File: src/rtl/hht_pkg.sv
// hht_pkg: shared types and constants of the header tokenizer
// transaction payloads, result bundle, result kind codes and config map
// no dependencies
`timescale 1ns / 1ps

package hht_pkg;

    localparam int HHT_QUEUE_DEPTH = 4;
    localparam int HHT_MAX_RESULTS = 3;
    localparam int HHT_PADDR_W     = 3;
    localparam int HHT_PDATA_W     = 32;

    // register index taken from paddr above the byte offset
    localparam logic REG_FIRST_LINE_SPLITS_AT_SPACE = 1'b0;

    localparam logic [2:0] K_NAME  = 3'd0;
    localparam logic [2:0] K_VALUE = 3'd1;
    localparam logic [2:0] K_EOL   = 3'd2;
    localparam logic [2:0] K_NOSEP = 3'd3;
    localparam logic [2:0] K_HEND  = 3'd4;
    localparam logic [2:0] K_BODY  = 3'd5;

    localparam logic [7:0] CH_LF    = 8'h0A;
    localparam logic [7:0] CH_CR    = 8'h0D;
    localparam logic [7:0] CH_SP    = 8'h20;
    localparam logic [7:0] CH_HT    = 8'h09;
    localparam logic [7:0] CH_COLON = 8'h3A;

    typedef struct packed {
        logic [7:0] data_byte;
        logic       new_message;
    } t_hht_in;

    typedef struct packed {
        logic [2:0] kind;
        logic [7:0] out_byte;
        logic       last;
    } t_hht_out;

    // all results caused by one input byte, count is 1 to 3
    typedef struct packed {
        logic [1:0]      count;
        logic [2:0][2:0] kinds;
        logic [2:0][7:0] bytes;
    } t_hht_bundle;

endpackage

File: src/rtl/hht_front.sv
// hht_front: accepts input bytes and runs the line parser state machine
// produces one bundle of results per accepted byte that yields any results, pushed into the queue
// depends on hht_pkg
`timescale 1ns / 1ps

module hht_front (
    input  logic                i_clk,
    input  logic                i_rst_n,
    input  logic                i_splits_at_space,
    input  logic                i_in_valid,
    output logic                o_in_ready,
    input  hht_pkg::t_hht_in    i_in_item,
    input  logic                i_q_full,
    output logic                o_push,
    output hht_pkg::t_hht_bundle o_bundle
);
    import hht_pkg::*;

    localparam logic [2:0] PH_START    = 3'd0;
    localparam logic [2:0] PH_NAME     = 3'd1;
    localparam logic [2:0] PH_VLEAD    = 3'd2;
    localparam logic [2:0] PH_VALUE    = 3'd3;
    localparam logic [2:0] PH_SKIP     = 3'd5;
    localparam logic [2:0] PH_ENDBLANK = 3'd6;
    localparam logic [2:0] PH_BODY     = 3'd7;

    typedef struct packed {
        logic [2:0] phase;
        logic       header_seen;
        logic       cr_in_line;
        logic       lf_pending;
        logic       separator_found;
    } t_hht_state;

    typedef struct packed {
        t_hht_state  st;
        t_hht_bundle res;
    } t_hht_ctx;

    localparam t_hht_state STATE_RESET = '{PH_START, 1'b0, 1'b0, 1'b0, 1'b0};

    function automatic t_hht_ctx f_put(t_hht_ctx c, logic [2:0] k, logic [7:0] b);
        t_hht_ctx r;
        r = c;
        if (c.res.count != 2'd3) begin
            r.res.kinds[c.res.count] = k;
            r.res.bytes[c.res.count] = b;
            r.res.count = c.res.count + 2'd1;
        end
        return r;
    endfunction

    function automatic t_hht_ctx f_content(t_hht_ctx c, logic [7:0] b, logic splits);
        t_hht_ctx   r;
        logic [7:0] sep;
        r   = c;
        sep = (!c.st.header_seen && splits) ? CH_SP : CH_COLON;
        if (c.st.phase == PH_NAME) begin
            if (b == sep) begin
                r.st.separator_found = 1'b1;
                r.st.phase = PH_VLEAD;
            end else begin
                r = f_put(r, K_NAME, b);
            end
        end else if (c.st.phase == PH_VLEAD) begin
            if (b != CH_SP && b != CH_HT) begin
                r.st.phase = PH_VALUE;
                r = f_put(r, K_VALUE, b);
            end
        end else begin
            r = f_put(r, K_VALUE, b);
        end
        return r;
    endfunction

    function automatic t_hht_ctx f_line_end(t_hht_ctx c);
        t_hht_ctx r;
        r = f_put(c, c.st.separator_found ? K_EOL : K_NOSEP, 8'd0);
        r.st.header_seen     = 1'b1;
        r.st.phase           = PH_START;
        r.st.cr_in_line      = 1'b0;
        r.st.lf_pending      = 1'b0;
        r.st.separator_found = 1'b0;
        return r;
    endfunction

    function automatic t_hht_ctx f_line_start(t_hht_ctx c, logic [7:0] b, logic splits);
        t_hht_ctx r;
        r = c;
        if (b == CH_CR || b == CH_LF) begin
            if (c.st.header_seen) begin
                r = f_put(r, K_HEND, 8'd0);
                r.st.phase = (b == CH_LF) ? PH_BODY : PH_ENDBLANK;
            end else begin
                r.st.phase = (b == CH_LF) ? PH_START : PH_SKIP;
            end
        end else begin
            r.st.phase = PH_NAME;
            r = f_content(r, b, splits);
        end
        return r;
    endfunction

    t_hht_state r_state;
    t_hht_state n_state;
    t_hht_ctx   ctx;
    logic [7:0] b;
    logic       accept;

    assign b          = i_in_item.data_byte;
    assign o_in_ready = !i_q_full;
    assign accept     = i_in_valid && o_in_ready;

    always_comb begin
        ctx.st  = i_in_item.new_message ? STATE_RESET : r_state;
        ctx.res = '0;
        case (ctx.st.phase)
            PH_START: begin
                ctx = f_line_start(ctx, b, i_splits_at_space);
            end
            PH_SKIP: begin
                if (b == CH_LF) ctx.st.phase = PH_START;
            end
            PH_ENDBLANK: begin
                if (b == CH_LF) ctx.st.phase = PH_BODY;
            end
            PH_BODY: begin
                ctx = f_put(ctx, K_BODY, b);
            end
            PH_NAME, PH_VLEAD, PH_VALUE: begin
                if (ctx.st.lf_pending) begin
                    if (b == CH_SP || b == CH_HT) begin
                        // folded line
                        if (ctx.st.cr_in_line) ctx = f_content(ctx, CH_SP, i_splits_at_space);
                        ctx = f_content(ctx, CH_SP, i_splits_at_space);
                        ctx = f_content(ctx, b, i_splits_at_space);
                        ctx.st.cr_in_line = 1'b0;
                        ctx.st.lf_pending = 1'b0;
                    end else begin
                        ctx = f_line_end(ctx);
                        ctx = f_line_start(ctx, b, i_splits_at_space);
                    end
                end else if (b == CH_LF) begin
                    if (ctx.st.header_seen) ctx.st.lf_pending = 1'b1;
                    else ctx = f_line_end(ctx);
                end else if (ctx.st.cr_in_line) begin
                    ctx = ctx;
                end else if (b == CH_CR) begin
                    ctx.st.cr_in_line = 1'b1;
                end else begin
                    ctx = f_content(ctx, b, i_splits_at_space);
                end
            end
            default: begin
                ctx.st.phase = PH_START;
            end
        endcase
    end

    assign n_state  = accept ? ctx.st : r_state;
    assign o_push   = accept && (ctx.res.count != 2'd0);
    assign o_bundle = ctx.res;

    always_ff @(posedge i_clk) begin
        if (!i_rst_n) begin
            r_state <= STATE_RESET;
        end else begin
            r_state <= n_state;
        end
    end

endmodule

File: src/rtl/hht_queue.sv
// hht_queue: small fifo of result bundles between parser and output stage
// depends on hht_pkg
`timescale 1ns / 1ps

module hht_queue #(
    parameter int Depth = hht_pkg::HHT_QUEUE_DEPTH
) (
    input  logic                 i_clk,
    input  logic                 i_rst_n,
    input  logic                 i_push,
    input  hht_pkg::t_hht_bundle i_push_data,
    output logic                 o_full,
    output logic                 o_head_valid,
    output hht_pkg::t_hht_bundle o_head,
    input  logic                 i_pop
);
    import hht_pkg::*;

    localparam int PtrW = (Depth > 1) ? $clog2(Depth) : 1;
    localparam int CntW = $clog2(Depth + 1);
    localparam logic [PtrW-1:0] LastPtr = PtrW'(Depth - 1);
    localparam logic [CntW-1:0] FullCnt = CntW'(Depth);

    t_hht_bundle     r_mem [Depth];
    logic [PtrW-1:0] r_wr_ptr;
    logic [PtrW-1:0] n_wr_ptr;
    logic [PtrW-1:0] r_rd_ptr;
    logic [PtrW-1:0] n_rd_ptr;
    logic [CntW-1:0] r_count;
    logic [CntW-1:0] n_count;
    logic            push_en;
    logic            pop_en;

    assign o_full       = (r_count == FullCnt);
    assign o_head_valid = (r_count != '0);
    assign o_head       = r_mem[r_rd_ptr];
    assign push_en      = i_push && !o_full;
    assign pop_en       = i_pop && o_head_valid;

    always_comb begin
        n_wr_ptr = r_wr_ptr;
        n_rd_ptr = r_rd_ptr;
        n_count  = r_count;
        if (push_en) n_wr_ptr = (r_wr_ptr == LastPtr) ? '0 : r_wr_ptr + 1'b1;
        if (pop_en)  n_rd_ptr = (r_rd_ptr == LastPtr) ? '0 : r_rd_ptr + 1'b1;
        if (push_en && !pop_en)      n_count = r_count + 1'b1;
        else if (!push_en && pop_en) n_count = r_count - 1'b1;
    end

    always_ff @(posedge i_clk) begin
        if (push_en) r_mem[r_wr_ptr] <= i_push_data;
    end

    always_ff @(posedge i_clk) begin
        if (!i_rst_n) begin
            r_wr_ptr <= '0;
            r_rd_ptr <= '0;
            r_count  <= '0;
        end else begin
            r_wr_ptr <= n_wr_ptr;
            r_rd_ptr <= n_rd_ptr;
            r_count  <= n_count;
        end
    end

    a_count_bound: assert property (@(posedge i_clk) disable iff (!i_rst_n)
        r_count <= FullCnt)
        else $error("queue count above depth");

    a_no_overflow: assert property (@(posedge i_clk) disable iff (!i_rst_n)
        o_full |-> !i_push)
        else $error("push into full queue");

    a_count_up: assert property (@(posedge i_clk) disable iff (!i_rst_n)
        (push_en && !pop_en) |=> (r_count == $past(r_count) + 1'b1))
        else $error("queue count did not advance on push");

endmodule

File: src/rtl/hht_back.sv
// hht_back: walks the head bundle one result per cycle, while the output is ready, into the output register
// depends on hht_pkg
`timescale 1ns / 1ps

module hht_back (
    input  logic                 i_clk,
    input  logic                 i_rst_n,
    input  logic                 i_head_valid,
    input  hht_pkg::t_hht_bundle i_head,
    output logic                 o_pop,
    output logic                 o_out_valid,
    input  logic                 i_out_ready,
    output hht_pkg::t_hht_out    o_out_item
);
    import hht_pkg::*;

    logic [1:0] r_idx;
    logic [1:0] n_idx;
    logic       r_out_valid;
    logic       n_out_valid;
    t_hht_out   r_out;
    t_hht_out   n_out;
    logic       load;
    logic       at_last;

    assign load    = i_head_valid && (!r_out_valid || i_out_ready);
    assign at_last = (r_idx == (i_head.count - 2'd1));
    assign o_pop   = load && at_last;

    always_comb begin
        n_idx       = r_idx;
        n_out_valid = r_out_valid;
        n_out       = r_out;
        if (load) begin
            n_out_valid    = 1'b1;
            n_out.kind     = i_head.kinds[r_idx];
            n_out.out_byte = i_head.bytes[r_idx];
            n_out.last     = at_last;
            n_idx          = at_last ? 2'd0 : r_idx + 2'd1;
        end else if (i_out_ready) begin
            n_out_valid = 1'b0;
        end
    end

    always_ff @(posedge i_clk) begin
        r_out <= n_out;
    end

    always_ff @(posedge i_clk) begin
        if (!i_rst_n) begin
            r_idx       <= 2'd0;
            r_out_valid <= 1'b0;
        end else begin
            r_idx       <= n_idx;
            r_out_valid <= n_out_valid;
        end
    end

    assign o_out_valid = r_out_valid;
    assign o_out_item  = r_out;

    a_idx_in_bundle: assert property (@(posedge i_clk) disable iff (!i_rst_n)
        i_head_valid |-> (r_idx < i_head.count))
        else $error("result index beyond bundle");

endmodule

File: src/rtl/http_header_tokenizer_core.sv
// http_header_tokenizer_core: top level of the header line tokenizer
// path: an accepted byte's results are written into the queue, then loaded into the output register
// throughput: one byte per cycle in while the queue is not full, one result per cycle out while
// the output is ready; input stalls only while the queue is full
// reset: parser state cleared, queue and output emptied, first_line_splits_at_space = 1
// instantiates hht_front, hht_queue, hht_back; depends on hht_pkg
`timescale 1ns / 1ps

module http_header_tokenizer_core #(
    parameter int QueueDepth = hht_pkg::HHT_QUEUE_DEPTH
) (
    input  logic                              i_clk,
    input  logic                              i_rst_n,
    input  logic                              psel,
    input  logic                              penable,
    input  logic                              pwrite,
    input  logic [hht_pkg::HHT_PADDR_W-1:0]   paddr,
    input  logic [hht_pkg::HHT_PDATA_W-1:0]   pwdata,
    output logic [hht_pkg::HHT_PDATA_W-1:0]   prdata,
    output logic                              pready,
    input  logic                              i_in_valid,
    output logic                              o_in_ready,
    input  hht_pkg::t_hht_in                  i_in_item,
    output logic                              o_out_valid,
    input  logic                              i_out_ready,
    output hht_pkg::t_hht_out                 o_out_item
);
    import hht_pkg::*;

    logic        r_splits;
    logic        n_splits;
    logic        cfg_wr;
    logic        reg_hit;
    logic        q_full;
    logic        push;
    t_hht_bundle push_data;
    logic        head_valid;
    t_hht_bundle head;
    logic        pop;

    assign pready  = 1'b1;
    assign reg_hit = (paddr[HHT_PADDR_W-1] == REG_FIRST_LINE_SPLITS_AT_SPACE);
    assign cfg_wr  = psel && penable && pwrite && pready;
    assign n_splits = (cfg_wr && reg_hit) ? pwdata[0] : r_splits;
    assign prdata  = reg_hit ? {{(HHT_PDATA_W-1){1'b0}}, r_splits} : '0;

    always_ff @(posedge i_clk) begin
        if (!i_rst_n) begin
            r_splits <= 1'b1;
        end else begin
            r_splits <= n_splits;
        end
    end

    hht_front u_front (
        .i_clk             (i_clk),
        .i_rst_n           (i_rst_n),
        .i_splits_at_space (r_splits),
        .i_in_valid        (i_in_valid),
        .o_in_ready        (o_in_ready),
        .i_in_item         (i_in_item),
        .i_q_full          (q_full),
        .o_push            (push),
        .o_bundle          (push_data)
    );

    hht_queue #(
        .Depth (QueueDepth)
    ) u_queue (
        .i_clk        (i_clk),
        .i_rst_n      (i_rst_n),
        .i_push       (push),
        .i_push_data  (push_data),
        .o_full       (q_full),
        .o_head_valid (head_valid),
        .o_head       (head),
        .i_pop        (pop)
    );

    hht_back u_back (
        .i_clk        (i_clk),
        .i_rst_n      (i_rst_n),
        .i_head_valid (head_valid),
        .i_head       (head),
        .o_pop        (pop),
        .o_out_valid  (o_out_valid),
        .i_out_ready  (i_out_ready),
        .o_out_item   (o_out_item)
    );

endmodule

File: config.mk
export PLATFORM = sky130hd
export DESIGN_NAME = http_header_tokenizer_core
export DESIGN_NICKNAME = d
export VERILOG_FILES = /design/src/rtl/hht_pkg.sv /design/src/rtl/hht_front.sv /design/src/rtl/hht_queue.sv /design/src/rtl/hht_back.sv /design/src/rtl/http_header_tokenizer_core.sv
export SDC_FILE = /design/constraint.sdc
export NUM_CORES = 1
export LEC_CHECK = 0
export ABC_AREA = 1
export BUFFER_PORTS_ARGS = -buffer_cell sky130_fd_sc_hd__buf_2
export CAP_MARGIN = 25
export CORE_MARGIN = 4
export CORE_UTILIZATION = 40
export CTS_CLUSTER_SIZE = 30
export DETAILED_ROUTE_END_ITERATION = 6
export GPL_TIMING_DRIVEN = 0
export PLACE_DENSITY = 0.65
export SLEW_MARGIN = 20
export SYNTH_ARGS = -nofsm -noshare
export SYNTH_HDL_FRONTEND = slang
export SYNTH_SLANG_ARGS = --single-unit
File: constraint.sdc
create_clock -name i_clk -period 4.9 [get_ports i_clk]
set_clock_uncertainty 0.15 [all_clocks]
set_input_delay 0.245 -clock i_clk [delete_from_list [all_inputs] [get_ports i_clk]]
set_output_delay 0.245 -clock i_clk [all_outputs]
set_load 0.01 [all_outputs]
==> results.txt <==
Global route total overflow: 0. In this run the remaining antenna-violating nets after routing total 0. The min-delay analysis places its worst path in the category input port to register. Measured against its own limit, the worst slew margin works out to 31.9%.

The floorplan has 50 rows. The logs give 0 for the total DRC errors in the routed layout and 17 for the number of buffers added by the clock tree synthesis step. The number of clock sinks was 160.

In the post-synthesis netlist, the cell with the most instances is sky130_fd_sc_hd__edfxtp_1. The critical path startpoint is u_front.r_state[4]. The number of placed instances, taps included, is 1125. No sink is reached through more buffers than the 2 on the longest clock path. The tool flagged a number of max-cap violations equal to 0. The run finished with clean final reports.

The distinct cell type count of the synthesized netlist is 51, and the share of the synthesized area in the top cell type is 53.7%. For this run, the number of standard cells in the final layout without fillers is 1161. Setup violations remaining at the end of the flow were counted as 0. The routed layout has 5757 vias.

For the total number of yosys warnings, the log shows 0. The total power divided by cell area is 456 nW/µm², and the horizontal extent of the die is 148 µm. For the finished layout, the period the worst path requires is 3910 ps.

The worst setup path is launched from a register. Endpoint arrival time on the critical path: 4080 ps. The filler cells instantiated in the layout total 1715. TritonCTS built the clock tree. The largest delay contributor family on the critical path was simple AND/OR/NAND/NOR gates. Of all flip-flops after synthesis, the portion carrying an async set or reset was 0%. Synthesis inferred 160 register bits.

The final net count came out at 951. Hold violation total from the final report: 0. Cell type of the slowest stage on the worst timing path: sky130_fd_sc_hd__dfxtp_1.

After detailed routing, the number of vias per cell comes to 4.96. The peak clock frequency supported by timing is 255 MHz. Together, buffers and inverters on the worst path number 5. The largest single stage delay on the critical path is 490 ps.

The antenna diode count is 0. The clock input transition at the sequential cells of the worst setup and hold paths is 60 ps. For the global-route wire length before repair, the log shows 28300 µm. STA classifies the critical path endpoint as a register. After synthesis, flip-flops and latches occupy 58.8% of the total area. The number of DRC violations after detailed-routing iteration 0 was 448; the required time reported for the critical path endpoint was 5060 ps. In the final layout, the share of cells above drive strength 1 is 18.3%. The run gives 0 as the number of resized instances in the post-cts repair step.

The average wire per cell in the routed design is 15.8 µm. Ranked by total cell area, the synthesized netlist is headed by sky130_fd_sc_hd__edfxtp_1 (54%), sky130_fd_sc_hd__o21ai_0 (5.5%), sky130_fd_sc_hd__nand2_1 (5.3%), sky130_fd_sc_hd__dfxtp_1 (5.1%), sky130_fd_sc_hd__nor2_1 (5.0%). The die extent in y was 148 µm; the transition at the pin with the smallest max-transition slack was 1010 ps. Summed over all layers, the routed wires come to 18300 µm. Via count of the first global-routing pass: 5277.

The critical path is of the register to register type. Each instance of the synthesized netlist takes up on average 10.1 µm². The number of buffers inserted by hold repair at cts was 4; the detailed-router iteration count before antenna repair was 5.

For the number of antenna violations at the first check in global routing, the log shows 0. Summed over all failing endpoints, the final setup total negative slack is 0 ps. Setup repair after global routing left no endpoint under its margin.

In this run the count of I/O pins placed on the die edge is 98. After synthesis, the most frequently instantiated cells are sky130_fd_sc_hd__edfxtp_1 (140), sky130_fd_sc_hd__nand2_1 (110), sky130_fd_sc_hd__nor2_1 (104). The dominant cell type by area after synthesis was sky130_fd_sc_hd__edfxtp_1. Across the VDD grid, the largest voltage drop is 0.282 mV.

The logs give 430 ps for the later-pin clock latency in the skew report and 0 for the number of buffers inserted by post-CTS setup repair. Routability-driven placement finished with a final weighted congestion of 0.940. The most prevalent standard cell on the critical path is sky130_fd_sc_hd__nand2_2.

After synthesis the cells add up to 7830 µm². In the synthesized netlist, the number of instances is 778. The tools report the HPWL after detailed placement as 13000 µm.

The startpoint identified for the worst hold timing path is i_out_ready. For the global-route total usage across every layer, the log shows 16.8%. The number of max-slew violations in the final report was 0; the number of synthesized flops with an enable pin was 140.

The run gives 4 as the maximum level of the CTS H-tree. The core region is 19000 µm². The area added between synthesis and finish was 18.2%.

The run gives 41.3% as the initial standard-cell utilization of the core. The final critical path takes up 79.9% of the cycle. The most used flip-flop cell after synthesis is sky130_fd_sc_hd__edfxtp_1. The run gives 21900 µm² as the total die area. Clock tree synthesis selected as its root buffer the cell sky130_fd_sc_hd__clkbuf_16. Largest net degree at the start of global routing: 24. In this run the worst path has a maximum fanout of 8. The run gives 3.75 nW as the total leakage power.

The worst register-to-register path begins at u_front.r_state[4]. The count of buffers added on input and output ports is 32.
==> power breakdown <==
part | leakage (nW) | total (mW) | internal, mW | switching [mW]
logic | 1.93 | 1.14 | 0.369 | 0.769
clock network | 0.280 | 1.29 | 0.756 | 0.536
registers | 1.55 | 1.79 | 1.73 | 0.0642
total | 3.75 | 4.22 | 2.85 | 1.37
==> flip-flops by register name, summed over array words and instances (netlist names), named ones only <==
register / count
u_queue.r_mem: 128
u_back.o_out_item: 12
u_front.r_state: 7
u_queue.r_count: 3
u_back.r_idx: 2
u_queue.r_rd_ptr: 2
u_queue.r_wr_ptr: 2
r_splits: 1
u_back.o_out_valid: 1
==> cells in the final DEF (no fill, tap or decap), types with 15 or more instances in the layout <==
cell and n:
sky130_fd_sc_hd__a21oi_1 32, sky130_fd_sc_hd__nand3_1 24, sky130_fd_sc_hd__nand2_1 110, sky130_fd_sc_hd__o22ai_1 29, sky130_fd_sc_hd__edfxtp_1 140, sky130_fd_sc_hd__clkbuf_1 17, sky130_fd_sc_hd__buf_4 32, sky130_fd_sc_hd__clkbuf_16 17
sky130_fd_sc_hd__inv_1 55, sky130_fd_sc_hd__conb_1 52, sky130_fd_sc_hd__o21ai_0 86, sky130_fd_sc_hd__nand2_2 15, sky130_fd_sc_hd__dfxtp_1 20, sky130_fd_sc_hd__nor2_1 100, sky130_fd_sc_hd__buf_2 37
==> per-layer routing <==
metal | vias up | share of wire (%) | GRT usage, %
li1 | 2852 | - | -
met1 | 2677 | 44 | 22.7
met2 | 206 | 48 | 27.9
met3 | 22 | 6.6 | 3.53
met4 | 0 | 1.3 | 4.34
met5 | - | 0 | 0
==> cell families (layout without fill, tap and decap cells) <==
kind of cell | Yosys count | count (layout) | synth area share [%]
multiplexers | 1 | 1 | 0.128
buffers and inverters | 125 | 198 | 7.80
other | 2 | 52 | 0.0959
AO/OA/AOI/OAI | 173 | 173 | 12.4
AND/OR/NAND/NOR | 304 | 304 | 18.6
XOR/XNOR | 1 | 1 | 0.112
adder cells (fa/ha/maj) | 12 | 12 | 2.01
flip-flops | 160 | 160 | 58.8
==> path summary, 6_finish.rpt <==
| check | endpoint | slack [ps] | cells after the start |
|---|---|---|---|
| max | u_queue.r_count[2] | 990 | 26 |
| min | u_back.o_out_valid | 10 | 4 |
| max reg2reg | u_queue.r_count[2] | 990 | 26 |
| min reg2reg | u_front.r_state[5] | 380 | 2 |
==> worst min-delay path: stages <==
cell and delay, ps:
sky130_fd_sc_hd__buf_2 70, sky130_fd_sc_hd__nor2_1 50, sky130_fd_sc_hd__o21ai_0 140, sky130_fd_sc_hd__inv_1 40
==> final cells by class <==
cell class                      instances  area (µm²)  area share [%]
Buffer                                 58         352            3.80
Timing Repair Buffer                   41         299            3.23
Clock inverter                         14         150            1.62
Clock buffer                           18         429            4.64
Inverter                               67         259            2.80
Sequential cell                       160        4600            49.7
Multi-Input combinational cell        543        2840            30.6
Tap cell                              260         325            3.51
==> through the flow <==
step           utilization [%]  setup WS [ps]  cell area (µm²)  hold slack [ps]  power, mW
5_1_grt                   48.8            642             9260             54.8       4.46
3_3_place_gp              44.8           -561             8500              321       2.91
6_report                  48.8            986             9260             14.8       4.22
3_5_place_dp              45.6            963             8640              345       2.96
4_1_cts                   48.8            988             9260             8.43       4.25
2_1_floorplan                -            939             8020              225       2.56
Power figures use the tool's default switching activity.
